**config.mk**
```make
export PLATFORM = sky130hd
export DESIGN_NAME = gpcms_cfg
export DESIGN_NICKNAME = d
export VERILOG_FILES = /design/src/rtl/grid_path_count_max_sum_macros.svh /design/src/rtl/gpcms_pkg.sv /design/src/rtl/gpcms_cfg.sv
export SDC_FILE = /design/constraint.sdc
export NUM_CORES = 1
export LEC_CHECK = 0
export BUFFER_PORTS_ARGS = -buffer_cell sky130_fd_sc_hd__buf_2
export CAP_MARGIN = 20
export CORE_ASPECT_RATIO = 0.8
export CORE_MARGIN = 5
export CORE_UTILIZATION = 42
export DETAILED_ROUTE_END_ITERATION = 10
export PLACE_DENSITY_LB_ADDON = 0.2
export SYNTH_ARGS = -nofsm -noshare
export SYNTH_HDL_FRONTEND = slang
export SYNTH_SLANG_ARGS = --single-unit
```
**constraint.sdc**
```tcl
create_clock -name clk -period 5.4 [get_ports clk]
set_input_delay 0.81 -clock clk [delete_from_list [all_inputs] [get_ports clk]]
set_output_delay 0.81 -clock clk [all_outputs]
set_load 0.05 [all_outputs]
```
**src/rtl/grid_path_count_max_sum_macros.svh**
```systemverilog
// Assertion macros for the grid path counter.
`ifndef GRID_PATH_COUNT_MAX_SUM_MACROS_SVH
`define GRID_PATH_COUNT_MAX_SUM_MACROS_SVH

// Check a property on every clock edge outside reset.
`define GPCMS_ASSERT(lbl, prop, msg) \
	lbl: assert property (@(posedge clk) disable iff (!arst_n) (prop)) else $error(msg);

// Check that a condition leads to another in the next cycle.
`define GPCMS_ASSERT_NEXT(lbl, ante, cons, msg) \
	lbl: assert property (@(posedge clk) disable iff (!arst_n) (ante) |=> (cons)) \
		else $error(msg);

`endif

```
**src/rtl/gpcms_pkg.sv**
```systemverilog
`timescale 1ns / 1ps
`default_nettype none

package gpcms_pkg;

	localparam int MAX_ROWS = 64;
	localparam int MAX_COLS = 64;
	localparam int ROW_W = (MAX_ROWS > 1) ? $clog2(MAX_ROWS) : 1;
	localparam int COL_W = (MAX_COLS > 1) ? $clog2(MAX_COLS) : 1;
	localparam int SIZE_W = 7;
	localparam int CODE_W = 2;
	localparam int COUNT_W = 30;
	localparam int BEST_W = 9;
	localparam int DATA_W = 32;
	localparam int CFG_ADDR_W = 3;

	localparam logic [COUNT_W:0] PRIME = 31'd1000000007;

	typedef enum logic {
		REG_NUM_ROWS = 1'b0,
		REG_NUM_COLS = 1'b1
	} reg_idx_t;

	typedef struct packed {
		logic [ROW_W-1:0] rows_last;
		logic [COL_W-1:0] cols_last;
		logic             restart;
	} cfg_t;

	typedef struct packed {
		logic               valid;
		logic [COUNT_W-1:0] count;
		logic [BEST_W-1:0]  best;
	} entry_t;

	function automatic logic [ROW_W-1:0] rows_last_f(logic [SIZE_W-1:0] v);
		int unsigned n;
		n = (v == '0) ? 1 : int'(v);
		if (n > MAX_ROWS) n = MAX_ROWS;
		return ROW_W'(n - 1);
	endfunction

	function automatic logic [COL_W-1:0] cols_last_f(logic [SIZE_W-1:0] v);
		int unsigned n;
		n = (v == '0) ? 1 : int'(v);
		if (n > MAX_COLS) n = MAX_COLS;
		return COL_W'(n - 1);
	endfunction

	function automatic logic [COUNT_W-1:0] add_mod(logic [COUNT_W-1:0] a,
		logic [COUNT_W-1:0] b);
		logic [COUNT_W:0] s;
		s = {1'b0, a} + {1'b0, b};
		if (s >= PRIME) s = s - PRIME;
		return s[COUNT_W-1:0];
	endfunction

endpackage

`default_nettype wire

```
**src/rtl/gpcms_cfg.sv**
```systemverilog
`timescale 1ns / 1ps
`default_nettype none

module gpcms_cfg import gpcms_pkg::*; (
	input  wire logic                  clk,
	input  wire logic                  arst_n,
	input  wire logic                  psel,
	input  wire logic                  penable,
	input  wire logic                  pwrite,
	input  wire logic [CFG_ADDR_W-1:0] paddr,
	input  wire logic [DATA_W-1:0]     pwdata,
	output logic      [DATA_W-1:0]     prdata,
	output logic                       pready,
	output cfg_t                       cfg
);

	logic [SIZE_W-1:0] num_rows_q;
	logic [SIZE_W-1:0] num_cols_q;
	logic              wr_en;
	reg_idx_t          idx;

	assign pready = 1'b1;
	assign idx    = reg_idx_t'(paddr[CFG_ADDR_W-1]);
	assign wr_en  = psel && penable && pwrite && pready;

	always_ff @(posedge clk or negedge arst_n) begin
		if (!arst_n) begin
			num_rows_q <= SIZE_W'(1);
			num_cols_q <= SIZE_W'(1);
		end else if (wr_en) begin
			case (idx)
				REG_NUM_ROWS: num_rows_q <= pwdata[SIZE_W-1:0];
				REG_NUM_COLS: num_cols_q <= pwdata[SIZE_W-1:0];
				default: ;
			endcase
		end
	end

	always_comb begin
		case (idx)
			REG_NUM_ROWS: prdata = DATA_W'(num_rows_q);
			REG_NUM_COLS: prdata = DATA_W'(num_cols_q);
			default:      prdata = '0;
		endcase
	end

	assign cfg.rows_last = rows_last_f(num_rows_q);
	assign cfg.cols_last = cols_last_f(num_cols_q);
	assign cfg.restart   = wr_en;

endmodule

`default_nettype wire

```
## Word-level counts from Yosys, hierarchy flattened

Index checks and enable logic that the tools add are counted.

| word-level totals | value |
|---|---|
| bits of input ports | 40 |
| bits in registers | 14 |
| word-level logic and storage cells | 18 |

| cells by class | value |
|---|---|
| $add $sub $neg | 2 |
| $lt $le $gt $ge | 2 |
| reduce and logical (&&, ||, !) cells | 6 |
| bitwise gates (word level) | 1 |
| multiplexer cells | 5 |

Operators by type and width:

| cell | count |
|---|---|
| one-hot mux 32 bit (2 select lines) | 1 |
| > comparator 7 bit (second input constant) | 2 |
| zero test 7 bit | 2 |
| two-way mux 7 bit | 2 |
| two-way mux 6 bit | 2 |
| subtractor 6 x 1 -> 6 bit (second input constant) | 2 |
| AND reduction 2 bit | 2 |
| logical AND 1 bit | 2 |
| NOT 1 bit | 1 |

## Logic depth before layout (Yosys ltp)

| logic depth | value |
|---|---|
| word-level depth | 5 |
| gate-level depth with buffers | 7 |
| mapped depth without buffers | 7 |

## Worst setup path before layout

Ideal clock, no wire load.

| timing path | value |
|---|---|
| path type | reg-to-output |
| start | register num_cols_q[0] |
| end | output cfg[5] in the netlist's numbering |
| cell stages (with the launch flop) | 7 |
| data required time | 4.590 ns |
| data arrival time | 2.806 ns |
| setup slack | 1.784 ns |
| path buffers | 0 |
| cell sequence | dfstp_2 or3_4 or4_4 a2bb2oi_1 ha_1 a21oi_1 a21oi_1 |

RTL lines:

| what | RTL line | RTL |
|---|---|---|
| start, declared | gpcms_cfg.sv:18 | `logic [SIZE_W-1:0] num_cols_q;` |
| start signal, assigned | gpcms_cfg.sv:33 | `REG_NUM_COLS: num_cols_q <= pwdata[SIZE_W-1:0];` |
| end, declared | gpcms_cfg.sv:14 | `output cfg_t cfg` |

==> out/metrics.yaml <==
clockBufferDepth: 2
finalSetupViolations: 0
timing.hold.ws_ns: 0.408
drt_wl_total_um: 2190
cts_tree: "done"
die-area_um2: 3680
cts_inserted_buffers: 3
vias: 798
clkLatencyLatePin_ns: 0.28
layout.nets: 180
finalSetupTns_ns: 0
synth_common_cells: "27 x buf_4, 21 x mux2_2, 12 x dfrtp_1"
synthTopCellsByArea: "dfrtp_1 28%, mux2_2 22%, buf_4 19%"
syn_to_final_growth_pct: 11.1
htree_levels: 1
wl_per_cell_um: 12.6
ys.flop_type: "dfrtp_1"
clk_pin_slew_ns: 0.08
cp_slowest_stage_delay_ns: 0.43
n_fill_cell: 242
fmax_ghz: 0.306
multi_input_area_um2: 588
die_h_um: 55.2
dp_slack_ns: 2.43
arrival_ns: 2.46
async_flop_share_pct: 100
die_w_um: 66.6
fin_crit_ns: 3.27
overflow: 0
synth-edff-count: 0
critPathTopFamily: "simple AND/OR/NAND/NOR gates"
crit_path_start_kind: "flip-flop"
drive_above_1_share_pct: 45.3
skew_ns: 0
rsz0062_at_grt: "no"
cp_max_fo: 5
diodes: 0
drtAntennaViolNets: 0
min_period_over_period_pct: 60.6
p_comb_share_pct: 60.3
synth-seq-cells: 14
switching_share_pct: 55.5
p_int_mw: 0.271
gp_congestion: 0.741
clock_power_share_pct: 12.3
total_power_mw: 0.608
ys_seq_area_share_pct: 32.8
synth_area_per_cell_um2: 10.1
cp_slowest_cell: "dfrtp_1"
postSynthCellCount: 106
power_switching_mw: 0.338
synth.most_common_cell: "buf_4"
core-area_um2: 2440
detail_route.first_pass.iterations: 4
post_cts_buffers: 0
hold_buffers: 0
postCtsResizedCells: 0
ir_drop_mv: 0.235
first_iter_violations: 19
crit_type: "reg2out"
synth_top_area_share_pct: 27.9
yosys.area.top_type: "dfrtp_1"
max-cap-violations: 0
critical_path_required_ns: 4.59
status: "completed"
portBuffers: 32
cellPowerDensity_nw_per_um2: 510
root_buffer: "clkbuf_4"
ios: 86
ff_latch_area_um2: 353
slew_violations: 0
grt_max_degree: 15
grt_pass1_vias: 803
post-route-util_pct: 48.9
viasPerCell: 4.61
drcViolationCount: 0
cp_num_buf_inv: 1
hold_class: "in2async"
seqPwrFrac_pct: 27.3
track_usage_pct: 12.4
r2r_slack_ns: 4.54
yosysWarnings: 0
leakagePower_nw: 0.596
endpoint_kind: "output pin"
antenna_found_initial: 0
synthesis.area_um2: 1070
path_cells: "or3_4 -> or4_4 -> a2bb2oi_1 -> ha_1 -> nand2_1 -> mux2i_1 -> a21oi_1 -> buf_2"
yosysUniqueCellTypes: 29
hold_viol: 0
dp.final_hpwl_um: 1800
worst_slack_ns: 2.13
rows: 16
initial_utilization_pct: 44.0
cts.sinks: 14
grt_pass1_wl_um: 3640
[layout by cell type (no fill, tap or decap)]
master / count
a211o_2: 1
a21oi_1: 3
a221o_1: 1
a2bb2oi_1: 1
and3_1: 1
buf_2: 32
clkbuf_4: 3
clkbuf_8: 1
conb_1: 26
dfrtp_1: 12
dfstp_2: 2
ha_1: 2
inv_1: 3
mux2_2: 21
mux2i_1: 1
nand2_1: 4
nand2b_1: 5
nor2_1: 4
nor2b_1: 1
nor3_1: 1
nor4_1: 1
o21a_1: 1
o21ai_0: 1
o21bai_1: 2
o31a_1: 1
or3_1: 1
or3_4: 1
or4_1: 1
or4_4: 1
xnor2_1: 2
[cell families (layout without fill, tap and decap cells)]
family                   Yosys count  after routing  share of synthesized area (%)
buffers and inverters             32             39                           20.8
multiplexers                      22             22                           22.9
AND/OR/NAND/NOR                   21             21                           11.3
flip-flops                        14             14                           32.8
AO/OA/AOI/OAI                     11             11                           7.45
adder cells (fa/ha/maj)            2              2                           2.33
other                              2             26                          0.699
XOR/XNOR                           2              2                           1.63
[per-stage QoR]
step                      cell area [um^2]  cells
final                                 1190    173
after global routing                  1190    173
after CTS                             1190    173
after detailed placement              1160    169
after global placement                1160    169
after floorplan                       1160    130
[registers in the layout, indices dropped and copies added, names as in the netlist]
register,flops
num_cols_q,7
num_rows_q,7
[worst paths after layout]
check | startpoint | endpoint | depth (start not counted)
hold / removal | arst_n | num_rows_q[5]$_DFFE_PN0P_ | 1
min in group clk | num_cols_q[1]$_DFFE_PN0P_ | num_cols_q[1]$_DFFE_PN0P_ | 1
setup / recovery | num_cols_q[2]$_DFFE_PN0P_ | cfg[5] | 8
max in group asynchronous | arst_n | num_rows_q[0]$_DFFE_PN1P_ | 1
setup reg to reg | num_rows_q[2]$_DFFE_PN0P_ | num_rows_q[2]$_DFFE_PN0P_ | 1
hold reg to reg | num_cols_q[1]$_DFFE_PN0P_ | num_cols_q[1]$_DFFE_PN0P_ | 1
[power groups by stage]
stage | clock, mW | sequential (mW) | combinational [mW]
final | 0.0751 | 0.166 | 0.367
after global routing | 0.0833 | 0.172 | 0.388
after CTS | 0.0765 | 0.165 | 0.370
after detailed placement | 0 | 0.167 | 0.370
after global placement | 0 | 0.166 | 0.365
after floorplan | 0 | 0.155 | 0.329
[final cells by class]
type | count | share of cell area, %
repair buffers | 32 | 13.4
well taps | 36 | 3.77
inverters | 3 | 0.943
clock buffers | 4 | 3.04
flip-flops and latches | 14 | 29.6
multi-input cells | 84 | 49.3
[metal layers]
layer	up-vias	GRT usage [%]	routed length (um)
met5	-	0	0
met4	0	1.16	0
met3	0	5.48	231
met2	40	20.3	1010
met1	386	15.4	943
li1	372	-	-
Note: power is estimated with default switching activity, not from simulation.
